===== src/rtl/core/fmmc_pkg.sv =====
// ----------------------------------------------------------------------------
// fmmc_pkg
// Types, constants and message helpers for the footswitch MIDI controller.
// ----------------------------------------------------------------------------
`default_nettype none

package fmmc_pkg;

	// Scenes per folder and folder modes in use
	localparam logic [2:0] SCENE_COUNT  = 3'd6;
	localparam logic [2:0] FOLDER_COUNT = 3'd4;

	localparam int SAVE_SLOTS = 4;
	localparam int MSG_SLOTS  = 6;

	// Mode codes
	localparam logic [2:0] MODE_SETUP = 3'd4;
	localparam logic [2:0] MODE_LOOP  = 3'd5;

	// High nibbles of the status bytes
	localparam logic [3:0] ST_PC_HI = 4'hC;
	localparam logic [3:0] ST_CC_HI = 4'hB;

	// Controller numbers and values
	localparam logic [6:0] CC_TUNER     = 7'd69;
	localparam logic [6:0] CC_BYPASS    = 7'd23;
	localparam logic [6:0] CC_LOOPER    = 7'd86;
	localparam logic [6:0] CC_PLAY_STOP = 7'd28;
	localparam logic [6:0] CC_REC_OVER  = 7'd50;
	localparam logic [6:0] CC_ON        = 7'd64;
	localparam logic [6:0] CC_OFF       = 7'd0;

	// LED bits
	localparam int LED_A = 4;
	localparam int LED_B = 5;

	// Press latch bits
	localparam int LATCH_A   = 0;
	localparam int LATCH_B   = 1;
	localparam int LATCH_SEL = 2;

	// Reset values
	localparam logic [2:0]  MODE_RST    = MODE_SETUP;
	localparam logic [5:0]  LED_RST     = 6'd6;
	localparam logic [15:0] HOLD_RST    = 16'd500;
	localparam logic [2:0]  SAVED_RST   = 3'd1;

	typedef enum logic [1:0] {
		CFG_HOLD_TICKS   = 2'd0,
		CFG_MIDI_CHANNEL = 2'd1,
		CFG_LOOPER_EN    = 2'd2
	} cfg_idx_t;

	typedef logic [2:0] scene_t;

	typedef struct packed {
		logic [2:0]  mode;
		logic [2:0]  scene;
		logic [5:0]  led;
		logic [2:0]  latch;
		logic [15:0] hold;
		logic        loop_en;
		logic        loop_act;
	} fmmc_state_t;

	typedef struct packed {
		logic       vld;
		logic       cc;
		logic [6:0] d1;
		logic [6:0] d2;
	} msg_t;

	typedef struct packed {
		logic       we;
		logic [1:0] idx;
		scene_t     val;
	} save_wr_t;

	function automatic msg_t mk_cc(input logic [6:0] ctl, input logic [6:0] val);
		msg_t m;
		m.vld = 1'b1;
		m.cc  = 1'b1;
		m.d1  = ctl;
		m.d2  = val;
		return m;
	endfunction

	// Program number: mode * scenes + scene - 1, kept to seven bits
	function automatic msg_t mk_pc(input logic [2:0] mode, input scene_t scene);
		msg_t       m;
		logic [7:0] prog;
		prog  = 8'(mode) * 8'(SCENE_COUNT) + 8'(scene) + 8'd127;
		m.vld = 1'b1;
		m.cc  = 1'b0;
		m.d1  = prog[6:0];
		m.d2  = 7'd0;
		return m;
	endfunction

endpackage

`default_nettype wire


===== src/rtl/core/fmmc_step.sv =====
// ----------------------------------------------------------------------------
// fmmc_step
// Next state and message list for one footswitch tick.
// ----------------------------------------------------------------------------
`default_nettype none

module fmmc_step
	import fmmc_pkg::*;
(
	input  fmmc_state_t cur,
	input  scene_t      saved_scene [SAVE_SLOTS],
	input  logic        pedal_a,
	input  logic        pedal_b,
	input  logic        pedal_sel,
	input  logic [15:0] hold_ticks,
	output fmmc_state_t nxt,
	output save_wr_t    save_wr,
	output logic        pulse,
	output msg_t        msgs [MSG_SLOTS],
	output logic [2:0]  msg_count
);

	msg_t cand [MSG_SLOTS];

	always_comb begin
		fmmc_state_t st;
		logic [3:0]  m;
		scene_t      sc;
		logic [3:0]  up;
		st      = cur;
		m       = 4'd0;
		sc      = 3'd0;
		up      = 4'd0;
		pulse   = 1'b0;
		save_wr = '0;
		for (int i = 0; i < MSG_SLOTS; i++) begin
			cand[i] = '0;
		end

		// press phase
		if (pedal_a) begin
			st.latch[LATCH_A] = 1'b1;
			if (st.mode < MODE_SETUP && !st.led[LED_A]) begin
				st.led[LED_A] = 1'b1;
				st.led[LED_B] = 1'b0;
			end
		end
		if (pedal_b) begin
			st.latch[LATCH_B] = 1'b1;
			if (st.mode < MODE_SETUP && !st.led[LED_B]) begin
				st.led[LED_B] = 1'b1;
				st.led[LED_A] = 1'b0;
			end
		end
		if (pedal_sel) begin
			st.latch[LATCH_SEL] = 1'b1;
			if (st.hold != 16'hFFFF) st.hold = st.hold + 16'd1;
			if (st.hold >= hold_ticks) begin
				if (st.mode < MODE_SETUP) begin
					st.latch[LATCH_SEL] = 1'b0;
					save_wr.we  = 1'b1;
					save_wr.idx = st.mode[1:0];
					save_wr.val = st.scene;
					st.hold     = 16'd0;
					pulse       = 1'b1;
				end else if (st.mode == MODE_SETUP) begin
					st.latch[LATCH_SEL] = 1'b0;
					st.loop_en = ~st.loop_en;
					st.hold    = 16'd0;
					pulse      = 1'b1;
				end
			end
		end else begin
			st.hold = 16'd0;
		end

		// up release
		if (!pedal_a && st.latch[LATCH_A]) begin
			st.latch[LATCH_A] = 1'b0;
			if (st.mode != MODE_LOOP) st.led[LED_B] = 1'b0;
			if (st.mode < MODE_SETUP) st.led[LED_A] = 1'b0;
			else st.led[LED_A] = ~st.led[LED_A];
			if (st.mode < FOLDER_COUNT && st.mode < MODE_SETUP) begin
				up = {1'b0, st.scene} + 4'd1;
				st.scene = (up > {1'b0, SCENE_COUNT}) ? 3'd1 : up[2:0];
				cand[0] = mk_pc(st.mode, st.scene);
			end else if (st.mode == MODE_SETUP) begin
				if (st.led[LED_A]) begin
					cand[0] = mk_cc(CC_TUNER, CC_OFF);
					cand[1] = mk_cc(CC_BYPASS, CC_ON);
				end else begin
					cand[0] = mk_cc(CC_BYPASS, CC_OFF);
				end
			end else if (st.mode == MODE_LOOP) begin
				if (st.led[LED_A] && st.led[LED_B]) begin
					cand[0] = mk_cc(CC_LOOPER, CC_OFF);
					cand[1] = mk_cc(CC_REC_OVER, CC_OFF);
					st.loop_act = 1'b0;
				end else if (st.led[LED_A]) begin
					st.led[LED_B] = 1'b0;
					cand[0] = mk_cc(CC_REC_OVER, CC_ON);
				end else begin
					if (!st.loop_act) begin
						cand[0] = mk_cc(CC_LOOPER, CC_ON);
						st.loop_act = 1'b1;
					end
					st.led[LED_B] = 1'b0;
					cand[1] = mk_cc(CC_PLAY_STOP, CC_OFF);
				end
			end
		end

		// down release
		if (!pedal_b && st.latch[LATCH_B]) begin
			st.latch[LATCH_B] = 1'b0;
			st.led[LED_A] = 1'b0;
			if (st.mode < MODE_SETUP) st.led[LED_B] = 1'b0;
			else st.led[LED_B] = ~st.led[LED_B];
			if (st.mode < FOLDER_COUNT && st.mode < MODE_SETUP) begin
				st.scene = (st.scene <= 3'd1) ? SCENE_COUNT : st.scene - 3'd1;
				cand[2] = mk_pc(st.mode, st.scene);
			end else if (st.mode == MODE_SETUP) begin
				if (st.led[LED_B]) begin
					cand[2] = mk_cc(CC_BYPASS, CC_OFF);
					cand[3] = mk_cc(CC_TUNER, CC_ON);
				end else begin
					cand[2] = mk_cc(CC_TUNER, CC_OFF);
				end
			end else if (st.mode == MODE_LOOP) begin
				if (st.led[LED_B]) begin
					cand[2] = mk_cc(CC_PLAY_STOP, CC_ON);
				end else begin
					if (!st.loop_act) begin
						cand[2] = mk_cc(CC_LOOPER, CC_ON);
						st.loop_act = 1'b1;
					end
					cand[3] = mk_cc(CC_PLAY_STOP, CC_OFF);
				end
			end
		end

		// select release: advance the mode
		if (!pedal_sel && st.latch[LATCH_SEL]) begin
			st.latch[LATCH_SEL] = 1'b0;
			m = {1'b0, st.mode} + 4'd1;
			if (m == {1'b0, FOLDER_COUNT} && m < {1'b0, MODE_SETUP}) m = {1'b0, MODE_SETUP};
			if (st.loop_en) begin
				if (m > {1'b0, MODE_LOOP}) m = 4'd0;
			end else if (m > {1'b0, MODE_SETUP}) begin
				m = 4'd0;
			end
			st.mode = m[2:0];
			st.hold = 16'd0;
			if (st.loop_act) begin
				st.loop_act = 1'b0;
				cand[4] = mk_cc(CC_LOOPER, CC_OFF);
			end
			if (m < {1'b0, MODE_SETUP}) begin
				sc = saved_scene[m[1:0]];
				st.scene = (sc == 3'd0 || sc > SCENE_COUNT) ? 3'd1 : sc;
			end else begin
				st.scene = 3'd1;
			end
			case (m[2:0])
				3'd0:       st.led = 6'd1;
				3'd1:       st.led = 6'd2;
				3'd2:       st.led = 6'd4;
				3'd3:       st.led = 6'd5;
				MODE_SETUP: st.led = 6'd7;
				default:    st.led = 6'd3;
			endcase
			if (m < {1'b0, FOLDER_COUNT} && m < {1'b0, MODE_SETUP}) begin
				cand[5] = mk_pc(m[2:0], st.scene);
			end
			if (m == {1'b0, MODE_LOOP}) begin
				cand[5] = mk_cc(CC_LOOPER, CC_ON);
				st.loop_act = 1'b1;
			end
		end

		nxt = st;
	end

	// Pack the messages in send order
	always_comb begin
		logic [2:0] pos;
		pos = 3'd0;
		for (int i = 0; i < MSG_SLOTS; i++) begin
			msgs[i] = '0;
		end
		for (int i = 0; i < MSG_SLOTS; i++) begin
			if (cand[i].vld) begin
				msgs[pos] = cand[i];
				pos = pos + 3'd1;
			end
		end
		msg_count = pos;
	end

endmodule

`default_nettype wire


===== src/rtl/core/footswitch_midi_mode_controller_core.sv =====
// ----------------------------------------------------------------------------
// footswitch_midi_mode_controller_core
// Mode, scene and LED controller for a three-switch MIDI footswitch.
// ----------------------------------------------------------------------------
// Each accepted input item is one 10 ms tick with the levels of the up, down
// and select switches. The whole tick is evaluated in the cycle it is
// accepted: mode, scene, LEDs, latches, hold counter, looper flags and saved
// scenes are updated at once, and the tick's results are loaded into a result
// register. A tick then yields 1 + n result items, n = 0..6 MIDI messages:
// first a status item (no message, end-of-tick LEDs, mode and save pulse),
// then the messages in send order, last_item set on the final one. The single
// output port moves one item per cycle while out_ready is high; the next tick
// is accepted in the cycle its predecessor's last item is taken, so ticks may
// follow back to back. Configuration is taken at any time (cfg_ready is always
// high) but must only be written while idle.
// Writing the CFG_LOOPER_EN entry loads the live looper enable flag directly.
// ----------------------------------------------------------------------------
`default_nettype none

module footswitch_midi_mode_controller_core
	import fmmc_pkg::*;
(
	input  logic        clk,
	input  logic        arst_n,

	input  logic        in_valid,
	output logic        in_ready,
	input  logic        pedal_a,
	input  logic        pedal_b,
	input  logic        pedal_sel,

	output logic        out_valid,
	input  logic        out_ready,
	output logic        msg_valid,
	output logic [7:0]  msg_status,
	output logic [6:0]  msg_data1,
	output logic [6:0]  msg_data2,
	output logic        msg_three_bytes,
	output logic [5:0]  led_pattern,
	output logic [2:0]  mode_now,
	output logic        save_pulse,
	output logic        last_item,

	input  logic        cfg_valid,
	output logic        cfg_ready,
	input  logic [1:0]  cfg_index,
	input  logic [15:0] cfg_data
);

	// Configuration registers
	logic [15:0] hold_ticks_q;
	logic [3:0]  channel_q;

	// Controller state and saved scene per folder
	fmmc_state_t st_q;
	scene_t      saved_q [SAVE_SLOTS];

	// Result register for the tick being drained
	msg_t        msg_q [MSG_SLOTS];
	logic [2:0]  cnt_q;
	logic [5:0]  led_q;
	logic [2:0]  mode_q;
	logic        pulse_q;
	logic        busy_q;
	logic [2:0]  idx_q;

	// Step outputs
	fmmc_state_t st_nxt;
	save_wr_t    save_wr;
	logic        pulse_nxt;
	msg_t        msgs_nxt [MSG_SLOTS];
	logic [2:0]  cnt_nxt;

	logic        in_fire;
	logic        out_fire;
	logic        cfg_fire;
	logic        is_last;
	msg_t        cur_msg;

	fmmc_step u_step (
		.cur         (st_q),
		.saved_scene (saved_q),
		.pedal_a     (pedal_a),
		.pedal_b     (pedal_b),
		.pedal_sel   (pedal_sel),
		.hold_ticks  (hold_ticks_q),
		.nxt         (st_nxt),
		.save_wr     (save_wr),
		.pulse       (pulse_nxt),
		.msgs        (msgs_nxt),
		.msg_count   (cnt_nxt)
	);

	// Handshakes: take a new tick when idle or when the last item leaves
	assign is_last   = (idx_q == cnt_q);
	assign out_valid = busy_q;
	assign out_fire  = busy_q && out_ready;
	assign in_ready  = !busy_q || (out_ready && is_last);
	assign in_fire   = in_valid && in_ready;
	assign cfg_ready = 1'b1;
	assign cfg_fire  = cfg_valid && cfg_ready;

	// Configuration and controller state
	always_ff @(posedge clk or negedge arst_n) begin
		if (!arst_n) begin
			hold_ticks_q   <= HOLD_RST;
			channel_q      <= 4'd0;
			st_q.mode      <= MODE_RST;
			st_q.scene     <= 3'd0;
			st_q.led       <= LED_RST;
			st_q.latch     <= 3'd0;
			st_q.hold      <= 16'd0;
			st_q.loop_en   <= 1'b1;
			st_q.loop_act  <= 1'b0;
			for (int i = 0; i < SAVE_SLOTS; i++) begin
				saved_q[i] <= SAVED_RST;
			end
		end else begin
			if (in_fire) begin
				st_q <= st_nxt;
				if (save_wr.we) saved_q[save_wr.idx] <= save_wr.val;
			end
			// config is to be written only while idle (not enforced); it wins
			if (cfg_fire) begin
				case (cfg_idx_t'(cfg_index))
					CFG_HOLD_TICKS:   hold_ticks_q <= cfg_data;
					CFG_MIDI_CHANNEL: channel_q    <= cfg_data[3:0];
					CFG_LOOPER_EN:    st_q.loop_en <= cfg_data[0];
					default:          ;
				endcase
			end
		end
	end

	// Output sequencing: hold the tick's results, advance one item per cycle while out_ready is high
	always_ff @(posedge clk or negedge arst_n) begin
		if (!arst_n) begin
			busy_q <= 1'b0;
			idx_q  <= 3'd0;
		end else begin
			if (in_fire) begin
				busy_q <= 1'b1;
				idx_q  <= 3'd0;
			end else if (out_fire) begin
				if (is_last) busy_q <= 1'b0;
				else idx_q <= idx_q + 3'd1;
			end
		end
	end

	// Result payload: no reset needed
	always_ff @(posedge clk) begin
		if (in_fire) begin
			msg_q   <= msgs_nxt;
			cnt_q   <= cnt_nxt;
			led_q   <= st_nxt.led;
			mode_q  <= st_nxt.mode;
			pulse_q <= pulse_nxt;
		end
	end

	// Item 0 is the status item; items 1..n carry the messages
	always_comb begin
		cur_msg = '0;
		if (idx_q != 3'd0) cur_msg = msg_q[idx_q - 3'd1];
	end

	assign msg_valid       = cur_msg.vld;
	assign msg_status      = cur_msg.vld ? {(cur_msg.cc ? ST_CC_HI : ST_PC_HI), channel_q} : 8'd0;
	assign msg_data1       = cur_msg.d1;
	assign msg_data2       = cur_msg.d2;
	assign msg_three_bytes = cur_msg.cc;
	assign led_pattern     = led_q;
	assign mode_now        = mode_q;
	assign save_pulse      = pulse_q;
	assign last_item       = is_last;

	// Checks
	a_idx_in_range: assert property (@(posedge clk) disable iff (!arst_n)
		busy_q |-> (idx_q <= cnt_q))
		else $error("item index beyond message count");

	a_accept_loads: assert property (@(posedge clk) disable iff (!arst_n)
		in_fire |=> (out_valid && idx_q == 3'd0))
		else $error("accepted tick did not start at its status item");

	a_overlap_only_at_last: assert property (@(posedge clk) disable iff (!arst_n)
		(in_ready && out_valid) |-> (last_item && out_ready))
		else $error("new tick taken while results still pending");

	a_mode_legal: assert property (@(posedge clk) disable iff (!arst_n)
		out_valid |-> (mode_now != 3'd6 && mode_now != 3'd7))
		else $error("mode out of range");

endmodule

`default_nettype wire

===== config.mk =====
export PLATFORM = sky130hd
export DESIGN_NAME = footswitch_midi_mode_controller_core
export DESIGN_NICKNAME = d
export VERILOG_FILES = /design/src/rtl/core/fmmc_pkg.sv /design/src/rtl/core/fmmc_step.sv /design/src/rtl/core/footswitch_midi_mode_controller_core.sv
export SDC_FILE = /design/constraint.sdc
export NUM_CORES = 1
export LEC_CHECK = 0
export ABC_CLOCK_PERIOD_IN_PS = 6600
export BUFFER_PORTS_ARGS = -buffer_cell sky130_fd_sc_hd__buf_2
export CAP_MARGIN = 10
export CORE_ASPECT_RATIO = 0.8
export CORE_MARGIN = 2
export CORE_UTILIZATION = 27
export CTS_CLUSTER_SIZE = 28
export DETAILED_ROUTE_END_ITERATION = 12
export SYNTH_ARGS = -nofsm -noshare
export SYNTH_HDL_FRONTEND = slang
export SYNTH_SLANG_ARGS = --single-unit

===== constraint.sdc =====
create_clock -name clk -period 6.6 [get_ports clk]
set_input_delay 0.99 -clock clk [delete_from_list [all_inputs] [get_ports clk]]
set_output_delay 0.99 -clock clk [all_outputs]
set_load 0.01 [all_outputs]

==> impl_results.rst, run 1 <==
.. list-table::
   :header-rows: 1

   * - Metric
     - Value
   * - Setup Total Neg Slack
     - 0 ns
   * - Number of synthesized flops with an enable pin
     - 73
   * - CP Class
     - reg2reg
   * - Worst Max-Slew Pin Slew
     - 1.041 ns
   * - Max Root-Sink Buffers
     - 2
   * - Largest vdd supply drop
     - about 0.34 mV
   * - Share of async-settable or async-resettable flops after synthesis
     - about 49%
   * - Fraction of layout cells with a size suffix above 1
     - between 20% and 30%
   * - Max Freq
     - 158.4 MHz
   * - Portion of the post-synthesis area used by sequential elements
     - 37.02%
   * - Number of endpoints with negative hold slack in the final report
     - 0
   * - RD Place Congestion
     - 0.9223
   * - Initial antenna violation count
     - 1
   * - Total Nets Final
     - approximately 1,300
   * - Layout overhead on the synthesized area
     - 18.18%
   * - H-tree depth
     - 4
   * - Number of iterations in the first detailed-routing pass
     - 6
   * - Cell area reported after detailed placement
     - 11,860 µm²
   * - IO Count
     - 64
   * - Vias in the first global route
     - 9,007
   * - Clk_lat worst skew
     - 0.45 ns
   * - Global router's overall resource usage
     - 16.55%
   * - Post-synthesis instance total
     - 1,151
   * - CTS Root Buffer Type
     - sky130_fd_sc_hd__clkbuf_16
   * - Wire length reported by the detailed router
     - between 30 and 40 mm
   * - Number of failing setup endpoints in the final timing report
     - 0
   * - Detailed router's first-iteration violation count
     - 704
   * - Outcome
     - finished clean
   * - CTS sink count
     - ~140
   * - Total number of yosys warnings
     - 0
   * - Per-instance average area after synthesis
     - roughly 9.2 µm²
   * - Filler cell count in the final layout
     - 3,983
   * - CTS tree
     - done
   * - Headroom to the max-slew limit
     - 30.63%
   * - Synthesized cell area
     - about 11,000 µm²
   * - Routed Antenna Nets
     - 0
   * - Register bit count reported by yosys
     - 142
   * - Unrepaired setup endpoints after global routing
     - yes
   * - GRT overflow
     - 0
   * - Kind of end point of the critical path
     - flip-flop
   * - Largest fanout on the critical path
     - 5
   * - Data arrival time of the critical path
     - 6.50 ns
   * - Ys flop type
     - sky130_fd_sc_hd__edfxtp_1
   * - First-pass GRT wire length
     - between 50 and 60 mm
   * - Share of the cycle needed by the critical path after routing
     - 95.65%
   * - Static Leakage
     - ~5.4 nW
   * - Worst Skew
     - 0.01681 ns
   * - Die width
     - ~230 µm
   * - Worst Path Required
     - roughly 6.8 ns
   * - Final Slew Violations
     - 0
   * - Total Die Area
     - 41,000 µm²
   * - I/O Buffers
     - 56
   * - Starting density of the core
     - 27.61%
   * - Detail Placement HPWL
     - 25.38 mm
   * - Element type at the critical path start
     - flip-flop
   * - Clock slew at reported path FFs
     - 0.06 ns
   * - Reported max-cap violation count
     - 0
   * - Maximum number of pins on one net before global-route repair
     - 74
   * - Min Tclk post-route
     - 6.313 ns
   * - Yosys cell types
     - 85
   * - Worst Hold Class
     - reg2reg
   * - Core region area
     - 38,520 µm²
   * - Via Count
     - 9,318
   * - Overall die height
     - ~180 µm
   * - Average wire length per cell after detail routing
     - 18.90 µm
   * - TritonCTS buffer count
     - 17
   * - # DRC
     - 0
   * - Area of all placed cells without fillers
     - 12,570 µm²
   * - Via-per-instance ratio
     - 5.238
   * - Number of core rows
     - 64
   * - Overall power after layout
     - about 7.0 mW
   * - Final critical-path setup slack
     - 0.2873 ns
   * - Power per unit of standard cell area
     - 557.7 nW/µm²
   * - Worst slack at placement
     - between 0.006 and 0.007 ns
cell families (layout without fill, tap and decap cells):
kind of cell,Yosys count,in the layout,synth area share (%)
fa+ha+maj,70,70,8.801
buf+inv,141,235,5.448
compound gates,288,288,17.88
flops,142,142,37.02
xor+xnor,36,36,3.247
mux,82,82,9.319
simple gates,390,390,18.21
other cells,2,8,0.07062
synthesized netlist by cell type, types with 9 or more instances:
library cell	count	area [µm²]
sky130_fd_sc_hd__nand2_1	125	469.2
sky130_fd_sc_hd__o21ai_0	81	405.4
sky130_fd_sc_hd__edfxtp_1	73	2192
sky130_fd_sc_hd__inv_1	70	262.8
sky130_fd_sc_hd__nor2_1	65	244.0
sky130_fd_sc_hd__ha_1	62	775.7
sky130_fd_sc_hd__dfrtp_1	55	1376
sky130_fd_sc_hd__nand3_1	54	270.3
sky130_fd_sc_hd__a21oi_1	51	255.2
sky130_fd_sc_hd__clkbuf_1	45	168.9
sky130_fd_sc_hd__mux2i_1	36	360.4
sky130_fd_sc_hd__mux2_2	35	394.1
sky130_fd_sc_hd__nor3_1	27	135.1
sky130_fd_sc_hd__and3_1	23	143.9
sky130_fd_sc_hd__xnor2_1	20	175.2
sky130_fd_sc_hd__a31oi_1	18	112.6
sky130_fd_sc_hd__nor2b_1	16	100.1
sky130_fd_sc_hd__nand2b_1	15	93.84
sky130_fd_sc_hd__dfstp_2	14	367.9
sky130_fd_sc_hd__xor2_1	14	122.6
sky130_fd_sc_hd__a211oi_1	12	90.09
sky130_fd_sc_hd__a21o_1	12	90.09
sky130_fd_sc_hd__and2_1	12	75.07
sky130_fd_sc_hd__buf_4	10	75.07
sky130_fd_sc_hd__mux4_2	10	225.2
sky130_fd_sc_hd__nand4_1	10	62.56
sky130_fd_sc_hd__o211ai_1	10	75.07
sky130_fd_sc_hd__o21a_1	9	67.56
sky130_fd_sc_hd__or3_1	9	56.30
state kept, by name, indices dropped and copies added (netlist names), 3 cells and up:
name	cells
led_pattern	6
saved_q	12
st_q	33
mode_now	3
channel_q	4
idx_q	3
cnt_q	3
hold_ticks_q	16
msg_q	60
power by group:
part           switching [mW]  total [mW]  internal [mW]
combinational            2.84        4.61           1.77
sequential              0.183        1.34           1.16
clock                   0.401        1.05          0.653
total                    3.43        7.01           3.58
worst paths after layout:
| kind | slack, ns | from | cells after the start | end |
|---|---|---|---|---|
| worst max-delay path | 0.29 | st_q[6]$_DFFE_PN0P_ | 25 | msg_q[60]$_DFFE_PP_ |
| worst min-delay path | 0.48 | st_q[24]$_DFFE_PN0P_ | 1 | st_q[24]$_DFFE_PN0P_ |
| worst max register to register | 0.29 | st_q[6]$_DFFE_PN0P_ | 25 | msg_q[60]$_DFFE_PP_ |
| worst min register to register | 0.48 | st_q[24]$_DFFE_PN0P_ | 1 | st_q[24]$_DFFE_PN0P_ |
| max in group asynchronous | 5.28 | arst_n | 1 | st_q[5]$_DFFE_PN0P_ |
| min in group asynchronous | 0.69 | arst_n | 1 | hold_ticks_q[9]$_DFFE_PN0P_ |
layer usage:
| layer | track usage, % | up-vias | wire (µm) |
|---|---|---|---|
| met2 | 23.45 | 375 | 14280 |
| met4 | 5.166 | 0 | 706 |
| met5 | 0 | - | 0 |
| met3 | 4.773 | 55 | 2540 |
| li1 | - | 4387 | - |
| met1 | 23.99 | 4501 | 16100 |
layout make-up:
class                      count  area (µm²)  area share (%)
clock buffer                  24       545.5           4.341
antenna                        1       2.502         0.01991
inverter                      74       279.0           2.220
tap                          528       660.6           5.257
multi-input combinational    873        6203           49.36
timing repair buffer         129       843.3           6.710
clock inverter                 8       95.09          0.7567
sequential                   142        3938           31.33
critical path: stages (launching register included):
cell and delay [ns]:
sky130_fd_sc_hd__dfrtp_1 0.42, sky130_fd_sc_hd__nand4_1 0.21, sky130_fd_sc_hd__or4_4 0.60, sky130_fd_sc_hd__or3_4 0.43, sky130_fd_sc_hd__nand2b_4 0.11, sky130_fd_sc_hd__nor3_1 0.06
sky130_fd_sc_hd__xor2_1 0.16, sky130_fd_sc_hd__ha_1 0.31, sky130_fd_sc_hd__nand2_1 0.08, sky130_fd_sc_hd__or3_1 0.37, sky130_fd_sc_hd__a311o_1 0.34, sky130_fd_sc_hd__a311o_1 0.37
sky130_fd_sc_hd__a221oi_2 0.32, sky130_fd_sc_hd__buf_4 0.18, sky130_fd_sc_hd__o22a_1 0.17, sky130_fd_sc_hd__nand3_1 0.10, sky130_fd_sc_hd__ha_1 0.32, sky130_fd_sc_hd__inv_1 0.04
sky130_fd_sc_hd__ha_1 0.21, sky130_fd_sc_hd__fa_1 0.41, sky130_fd_sc_hd__a21o_1 0.18, sky130_fd_sc_hd__a21oi_1 0.18, sky130_fd_sc_hd__xnor2_1 0.09, sky130_fd_sc_hd__and3_1 0.20
sky130_fd_sc_hd__inv_2 0.09, sky130_fd_sc_hd__mux2i_1 0.08
metrics by stage:
stage / hold slack, ns / util [%] / instances
after floorplan: 0.4448 / - / 1156
after global placement: 0.4647 / 30.80 / 1746
after detailed placement: 0.4664 / 30.80 / 1746
after CTS: 0.4800 / 32.48 / 1778
after global routing: 0.5061 / 32.62 / 1778
final: 0.4753 / 32.63 / 1779
cell usage in the layout, fill, tap and decap left out, types with 26 or more instances in the layout:
cell type,netlist,routed
sky130_fd_sc_hd__nor3_1,27,26
sky130_fd_sc_hd__ha_1,62,61
sky130_fd_sc_hd__nor2_1,65,61
sky130_fd_sc_hd__mux2_2,35,35
sky130_fd_sc_hd__nand3_1,54,54
sky130_fd_sc_hd__inv_1,70,68
sky130_fd_sc_hd__buf_4,10,73
sky130_fd_sc_hd__edfxtp_1,73,73
sky130_fd_sc_hd__mux2i_1,36,36
sky130_fd_sc_hd__buf_2,4,55
sky130_fd_sc_hd__o21ai_0,81,81
sky130_fd_sc_hd__dfrtp_1,55,54
sky130_fd_sc_hd__nand2_1,125,125
sky130_fd_sc_hd__a21oi_1,51,50
what timing repair did:
action | CTS | global route
setup buffers | 0 | 0
hold buffers | 0 | 0
resized for setup | 2 | 14
cloned | 0 | 0
pin swaps | 0 | 3
endpoints found under the setup margin | 2 | 55
No activity file was read; power rests on OpenSTA's default activity.
==> inputs of run 2 (changes only) <==
ABC_AREA = 1   (was unset)
==> impl_results.rst, run 2 <==
.. list-table::
   :header-rows: 1

   * - Metric
     - Value
   * - Portion of the post-synthesis area used by sequential elements
     - a little under two fifths
   * - Hold-fix buffer count after cts
     - 0
   * - Element type at the critical path start
     - flip-flop
   * - Number of core rows
     - 64
   * - Footprint of the multi-input gates
     - 5466 µm²
   * - Area share of the largest cell type after synthesis
     - about a fifth
   * - Starting density of the core
     - 27.26%
   * - Initial antenna violation count
     - 0
   * - Via Count
     - 9,440
   * - IO Count
     - 64
   * - Cell seen most often among critical-path stages
     - sky130_fd_sc_hd__nand2_1
   * - Routed Antenna Nets
     - 0
   * - Clk_lat worst skew
     - around 0.43 ns
   * - Max Root-Sink Buffers
     - 2
   * - First-pass GRT wire length
     - 48.78 mm
   * - Data arrival time of the critical path
     - around 6.2 ns
   * - Worst Path Required
     - 6.78 ns
   * - Number of endpoints with negative hold slack in the final report
     - 0
   * - Total Nets Final
     - 1,552
   * - Kind of end point of the critical path
     - flip-flop
   * - Worst Skew
     - 0.01642 ns
   * - CP Class
     - reg2reg
   * - Final critical-path setup slack
     - 0.6148 ns
   * - H-tree depth
     - 4
   * - RD Place Congestion
     - roughly 0.89
   * - Most frequent cell after synthesis
     - sky130_fd_sc_hd__nand2_1
   * - TritonCTS buffer count
     - 17
   * - Number of standard cells in the final layout excluding fillers
     - 1,964
   * - Max Freq
     - about 170 MHz
   * - Register ranked first by flip-flop count
     - msg_q
   * - Fraction of layout cells with a size suffix above 1
     - 12.59%
   * - I/O Buffers
     - 56
   * - Vias in the first global route
     - just under 9,000
   * - CTS sink count
     - 142
   * - Die width
     - ~220 µm
   * - Core region area
     - 38,040 µm²
   * - Filler cell count in the final layout
     - 4,027
   * - Yosys cell types
     - 57
   * - GRT overflow
     - 0
   * - Detail Placement HPWL
     - 23.48 mm
   * - Synthesized cell area
     - 10,370 µm²
   * - Outcome
     - finished clean
   * - Largest register FFs
     - 60
   * - Final Slew Violations
     - 0
   * - Number of failing setup endpoints in the final timing report
     - 0
   * - Power per unit of standard cell area
     - 549.0 nW/µm²
   * - Largest stage delay, worst path
     - 0.45 ns
   * - Depth of the worst register-to-register path
     - 42
   * - CP max stage cell
     - sky130_fd_sc_hd__fa_1
   * - Number of iterations in the first detailed-routing pass
     - 5
   * - Worst hold slack across all endpoints
     - a little under 0.5 ns
   * - Top cells by instance count after synthesis
     - sky130_fd_sc_hd__nand2_1, sky130_fd_sc_hd__inv_1, sky130_fd_sc_hd__nor2_1
   * - Overall die height
     - 179.3 µm
   * - Share of the cycle needed by the critical path after routing
     - 90.68%
   * - Wire length reported by the detailed router
     - ~30 mm
   * - CTS Root Buffer Type
     - sky130_fd_sc_hd__clkbuf_16
   * - Leading registers by flop count
     - msg_q (60), st_q (33), hold_ticks_q (16)
   * - Static Leakage
     - 5.684 nW
   * - Post-synthesis cell type with the largest combined area
     - sky130_fd_sc_hd__edfxtp_1
   * - Maximum number of pins on one net before global-route repair
     - 70
   * - Most used cells in the layout excluding fill and tap cells
     - sky130_fd_sc_hd__nand2_1, sky130_fd_sc_hd__inv_1, sky130_fd_sc_hd__nor2_1
   * - Worst slack at placement
     - approximately 0.40 ns
   * - Average wire length per cell after detail routing
     - 15.61 µm
   * - # DRC
     - 0
   * - Worst Max-Slew Pin Slew
     - between 1 and 1.5 ns
   * - Post-synthesis instance total
     - 1,395
   * - Min Tclk post-route
     - 5.985 ns
   * - Clock slew at reported path FFs
     - 0.07 ns
   * - Number of synthesized flops with an enable pin
     - 73
   * - Via-per-instance ratio
     - 4.807
   * - Reported max-cap violation count
     - 0
   * - Share of async-settable or async-resettable flops after synthesis
     - 48.59%
   * - Leading cell type in the layout, fill and taps excluded
     - sky130_fd_sc_hd__nand2_1
   * - Biggest area contributors in the synthesized netlist
     - sky130_fd_sc_hd__edfxtp_1, sky130_fd_sc_hd__dfrtp_1, sky130_fd_sc_hd__nand2_1, sky130_fd_sc_hd__ha_1, sky130_fd_sc_hd__inv_1
   * - Global router's overall resource usage
     - between 10% and 20%
   * - Detailed router's first-iteration violation count
     - a little under 900
   * - Ys flop type
     - sky130_fd_sc_hd__edfxtp_1
   * - CTS tree
     - done
   * - Largest vdd supply drop
     - 0.3097 mV
   * - Register area
     - roughly 3900 µm²
   * - Layout overhead on the synthesized area
     - 13.83%
   * - Setup Total Neg Slack
     - 0 ns
   * - Worst hold path stage count
     - 2
   * - Total Die Area
     - 39,990 µm²
   * - Unrepaired setup endpoints after global routing
     - no
   * - Per-instance average area after synthesis
     - roughly 7.4 µm²
   * - Total number of yosys warnings
     - 0
   * - Register bit count reported by yosys
     - 142
   * - Headroom to the max-slew limit
     - a little under a quarter
   * - Worst Hold Class
     - reg2reg
   * - Largest fanout on the critical path
     - 10
   * - Placed cell count
     - 1,927
   * - Diode insertion count for antenna repair
     - 0
[run 2: changes by cell type in the layout (fill, tap and decap cells not counted), moves of 14 or more]
| cell | delta |
|---|---|
| sky130_fd_sc_hd__mux2i_1 | -36 |
| sky130_fd_sc_hd__mux2_2 | -35 |
| sky130_fd_sc_hd__nor2_1 | +84 |
| sky130_fd_sc_hd__a21oi_1 | +19 |
| sky130_fd_sc_hd__and3_1 | -23 |
| sky130_fd_sc_hd__o22ai_1 | +16 |
| sky130_fd_sc_hd__nand2b_1 | -14 |
| sky130_fd_sc_hd__o21ai_0 | +34 |
| sky130_fd_sc_hd__nand3_1 | +15 |
| sky130_fd_sc_hd__nand2_1 | +222 |
| sky130_fd_sc_hd__nor2b_1 | -16 |
| sky130_fd_sc_hd__buf_4 | -55 |
| sky130_fd_sc_hd__inv_1 | +135 |
[run 2: report_power, final]
part | switching, mW | internal (mW)
clock | 0.417 | 0.492
sequential | 0.124 | 1.16
combinational | 2.85 | 1.44
total | 3.39 | 3.09
[run 2: final cells by class]
cell class / count / share of cell area, %
clock buffers: 17 / 3.605
inverters: 219 / 6.976
well taps: 495 / 5.248
repair buffers: 73 / 3.478
clock inverters: 15 / 1.018
multi-input cells: 1003 / 46.32
flip-flops and latches: 142 / 33.35
[run 2: critical path, delay by kind of cell, from the launching register on]
kind / cells / cell delay [ns]
buffers and inverters: 7 / 0.62
adders and majority gates: 4 / 1.27
xor gates and xnor gates: 2 / 0.32
AOI/OAI and AO/OA: 2 / 0.21
and+or+nand+nor: 27 / 2.88
DFF: 1 / 0.40
[run 2: logic make-up (layout without fill, tap and decap cells)]
kind of cell	count (synthesis)	count (layout)	share of synthesized area, %
adders and majority gates	70	70	9.027
AOI/OAI and AO/OA	256	256	13.77
buffers and inverters	255	324	9.776
other	2	7	0.07244
xor gates and xnor gates	24	24	2.028
DFF	142	142	37.97
and+or+nand+nor	646	646	27.36
[run 2: what timing repair did]
item | CTS | global route
endpoints found under the setup margin | 0 | 20
setup buffers | 0 | 5
resized for setup | 0 | 10
[run 2: path summary, 6_finish.rpt]
kind	start	end	slack, ns
setup / recovery	st_q[7]$_DFFE_PN0P_	msg_q[13]$_DFFE_PP_	0.61
max in group asynchronous	arst_n	st_q[30]$_DFFE_PN0P_	5.33
setup reg to reg	st_q[7]$_DFFE_PN0P_	msg_q[13]$_DFFE_PP_	0.61
hold reg to reg	hold_ticks_q[5]$_DFFE_PN1P_	hold_ticks_q[5]$_DFFE_PN1P_	0.48
hold / removal	hold_ticks_q[5]$_DFFE_PN1P_	hold_ticks_q[5]$_DFFE_PN1P_	0.48
min in group asynchronous	arst_n	st_q[13]$_DFFE_PN0P_	0.68
[run 2: metrics by stage]
step / util [%] / instance area [µm²] / total power [mW]
6_report: 31.03 / 11800 / 6.479
5_1_grt: 31.03 / 11800 / 7.095
4_1_cts: 30.85 / 11730 / 6.393
3_5_place_dp: 29.41 / 11190 / 5.462
3_3_place_gp: 29.41 / 11190 / 5.416
2_1_floorplan: - / 10390 / 4.194
[run 2: layer usage]
metal / global-route usage, % / wire (µm) / vias up
met1: 22.96 / 15100 / 4421
li1: - / - / 4659
met5: 0 / 0 / -
met2: 23.61 / 12930 / 322
met3: 2.425 / 2139 / 38
met4: 3.943 / 483 / 0
==> inputs of run 3 (changes only) <==
CORE_MARGIN = unset   (was 2)
REMOVE_ABC_BUFFERS = 1   (was unset)
==> impl_results.rst, run 3 (synthesis gave the netlist of run 2 again) <==
.. list-table::
   :header-rows: 1

   * - Metric
     - Value
   * - H-tree depth
     - 4
   * - Initial antenna violation count
     - 0
   * - Via Count
     - 9,485
   * - Placed cell count
     - between 1,500 and 2,000
   * - Vias in the first global route
     - 9,099
   * - Footprint of the multi-input gates
     - 5460 µm²
   * - Worst slack at placement
     - 0.3496 ns
   * - Average wire length per cell after detail routing
     - ~16 µm
   * - CP Class
     - reg2reg
   * - # DRC
     - 0
   * - Count of buffers added by post-CTS timing repair for setup
     - 0
   * - Busiest metal layer after global routing
     - met2
   * - Static Leakage
     - 5.696 nW
   * - Overall die height
     - 177.3 µm
   * - Element type at the critical path start
     - flip-flop
   * - Number of endpoints with negative hold slack in the final report
     - 0
   * - Met1 track demand over resource
     - 23.05%
   * - Max Freq
     - 165.2 MHz
   * - Via-per-instance ratio
     - 4.859
   * - CTS sink count
     - between 100 and 150
   * - Detail Placement HPWL
     - 23.61 mm
   * - Register ranked first by flip-flop count
     - msg_q
   * - Global router's overall resource usage
     - between 10% and 20%
   * - Fraction of the core area covered by cells at the end of the flow
     - between 30% and 40%
   * - Routing usage on met3
     - 2.938%
   * - Register area
     - 3936 µm²
   * - Clock slew at reported path FFs
     - ~0.07 ns
   * - Number of failing setup endpoints in the final timing report
     - 0
   * - Headroom to the max-slew limit
     - a little over a third
   * - Largest fanout on the critical path
     - 12
   * - Largest vdd supply drop
     - about 0.33 mV
   * - Number of standard cells in the final layout excluding fillers
     - 1,952
   * - Met2 Track Usage GR
     - 24.72%
   * - CTS Root Buffer Type
     - sky130_fd_sc_hd__clkbuf_16
   * - Total Die Area
     - ~40,000 µm²
   * - Filler cell count in the final layout
     - 4,011
   * - Final Slew Violations
     - 0
   * - Final critical-path setup slack
     - 0.5462 ns
   * - CTS tree
     - done
   * - Unrepaired setup endpoints after global routing
     - no
   * - GRT overflow
     - 0
   * - Share of the cycle needed by the critical path after routing
     - 91.72%
   * - Reported max-cap violation count
     - 0
   * - Max Root-Sink Buffers
     - 2
   * - Diode insertion count for antenna repair
     - 0
   * - Cell seen most often among critical-path stages
     - sky130_fd_sc_hd__nand2_1
   * - Cell area reported after detailed placement
     - 11,190 µm²
   * - Number of core rows
     - between 60 and 70
   * - Outcome
     - finished clean
   * - Worst Skew
     - 0.01348 ns
   * - Detailed router's first-iteration violation count
     - 1,115
   * - Setup Total Neg Slack
     - 0 ns
   * - CP max stage cell
     - sky130_fd_sc_hd__nor2_1
   * - RD Place Congestion
     - 0.9255
   * - TritonCTS buffer count
     - 17
   * - Leading registers by flop count
     - msg_q (60), st_q (33), hold_ticks_q (16)
   * - Most used cells in the layout excluding fill and tap cells
     - sky130_fd_sc_hd__nand2_1, sky130_fd_sc_hd__inv_1, sky130_fd_sc_hd__nor2_1
   * - Die width
     - 221.1 µm
   * - Leading cell type in the layout, fill and taps excluded
     - sky130_fd_sc_hd__nand2_1
   * - Core region area
     - 37,440 µm²
   * - First-pass GRT wire length
     - between 40 and 50 mm
   * - Overall power after layout
     - between 6 and 7 mW
   * - Fraction of layout cells with a size suffix above 1
     - 12.15%
   * - Worst Path Required
     - ~6.8 ns
   * - Starting density of the core
     - 27.69%
   * - Largest register FFs
     - 60
   * - Data arrival time of the critical path
     - 6.22 ns
   * - IO Count
     - 64
   * - Hold-fix buffer count after cts
     - 0
   * - Worst hold slack across all endpoints
     - 0.4871 ns
   * - Wire length reported by the detailed router
     - between 30 and 40 mm
   * - Largest stage delay, worst path
     - ~0.52 ns
   * - Maximum number of pins on one net before global-route repair
     - 70
   * - Power per unit of standard cell area
     - around 540 nW/µm²
   * - Number of iterations in the first detailed-routing pass
     - 6
   * - Kind of end point of the critical path
     - flip-flop
   * - Worst Max-Slew Pin Slew
     - 0.9613 ns
   * - Total Nets Final
     - 1,548
   * - Area of all placed cells without fillers
     - between 10,000 and 15,000 µm²
   * - Min Tclk post-route
     - around 6.1 ns
   * - Worst Hold Class
     - reg2reg
   * - Layout overhead on the synthesized area
     - 14.04%
   * - I/O Buffers
     - 56
   * - Routed Antenna Nets
     - 0
   * - Clk_lat worst skew
     - 0.43 ns
==> run 3: cell count changes in the layout (fill, tap and decap cells not counted), sizes merged <==
cell      change
inv           -7
buf           -4
clkinv        +4
clkbuf        +3
bufinv        +1
clkinvlp      -1
==> run 3: worst paths after layout <==
path                                       from                    to  slack (ns)  cells after the start
max                         st_q[7]$_DFFE_PN0P_   msg_q[73]$_DFFE_PP_        0.55                     38
min reg2reg                st_q[21]$_DFFE_PN0P_  st_q[21]$_DFFE_PN0P_        0.49                      2
max in group asynchronous                arst_n  st_q[18]$_DFFE_PN0P_        5.30                      1
min in group asynchronous                arst_n   st_q[9]$_DFFE_PN0P_        0.70                      1
min                        st_q[21]$_DFFE_PN0P_  st_q[21]$_DFFE_PN0P_        0.49                      2
max reg2reg                 st_q[7]$_DFFE_PN0P_   msg_q[73]$_DFFE_PP_        0.55                     38
==> run 3: where the power goes <==
part	total, mW	internal [mW]	leakage [nW]	switching, mW
logic	4.16	1.37	3.87	2.79
clock network	1.00	0.584	0.305	0.418
registers	1.28	1.16	1.52	0.124
==> run 3: layout make-up <==
type,count,share of cell area [%]
timing repair buffer,69,3.217
tap,487,5.154
inverter,219,6.964
clock buffer,20,4.138
multi-input combinational,1003,46.18
clock inverter,12,1.048
sequential,142,33.29
==> run 3: worst max-delay path: cells and delay by family (launching register included) <==
kind                     cells  cell delay [ns]
XOR/XNOR                     1             0.19
buffers and inverters        6             0.53
AND/OR/NAND/NOR             25             3.25
flip-flops                   1             0.39
adder cells (fa/ha/maj)      4             1.22
AO/OA/AOI/OAI                2             0.20
==> run 3: what timing repair did <==
item                                   4_1_cts  5_1_grt
gates resized for setup                      0        6
setup endpoints to repair                    0       30
endpoints found under the hold margin        0        0
==> run 3: layer usage <==
layer / up-vias / part of all wire, %
met5: - / 0
met4: 0 / 1.1
met3: 36 / 7.3
met2: 352 / 43
met1: 4444 / 48
li1: 4653 / -
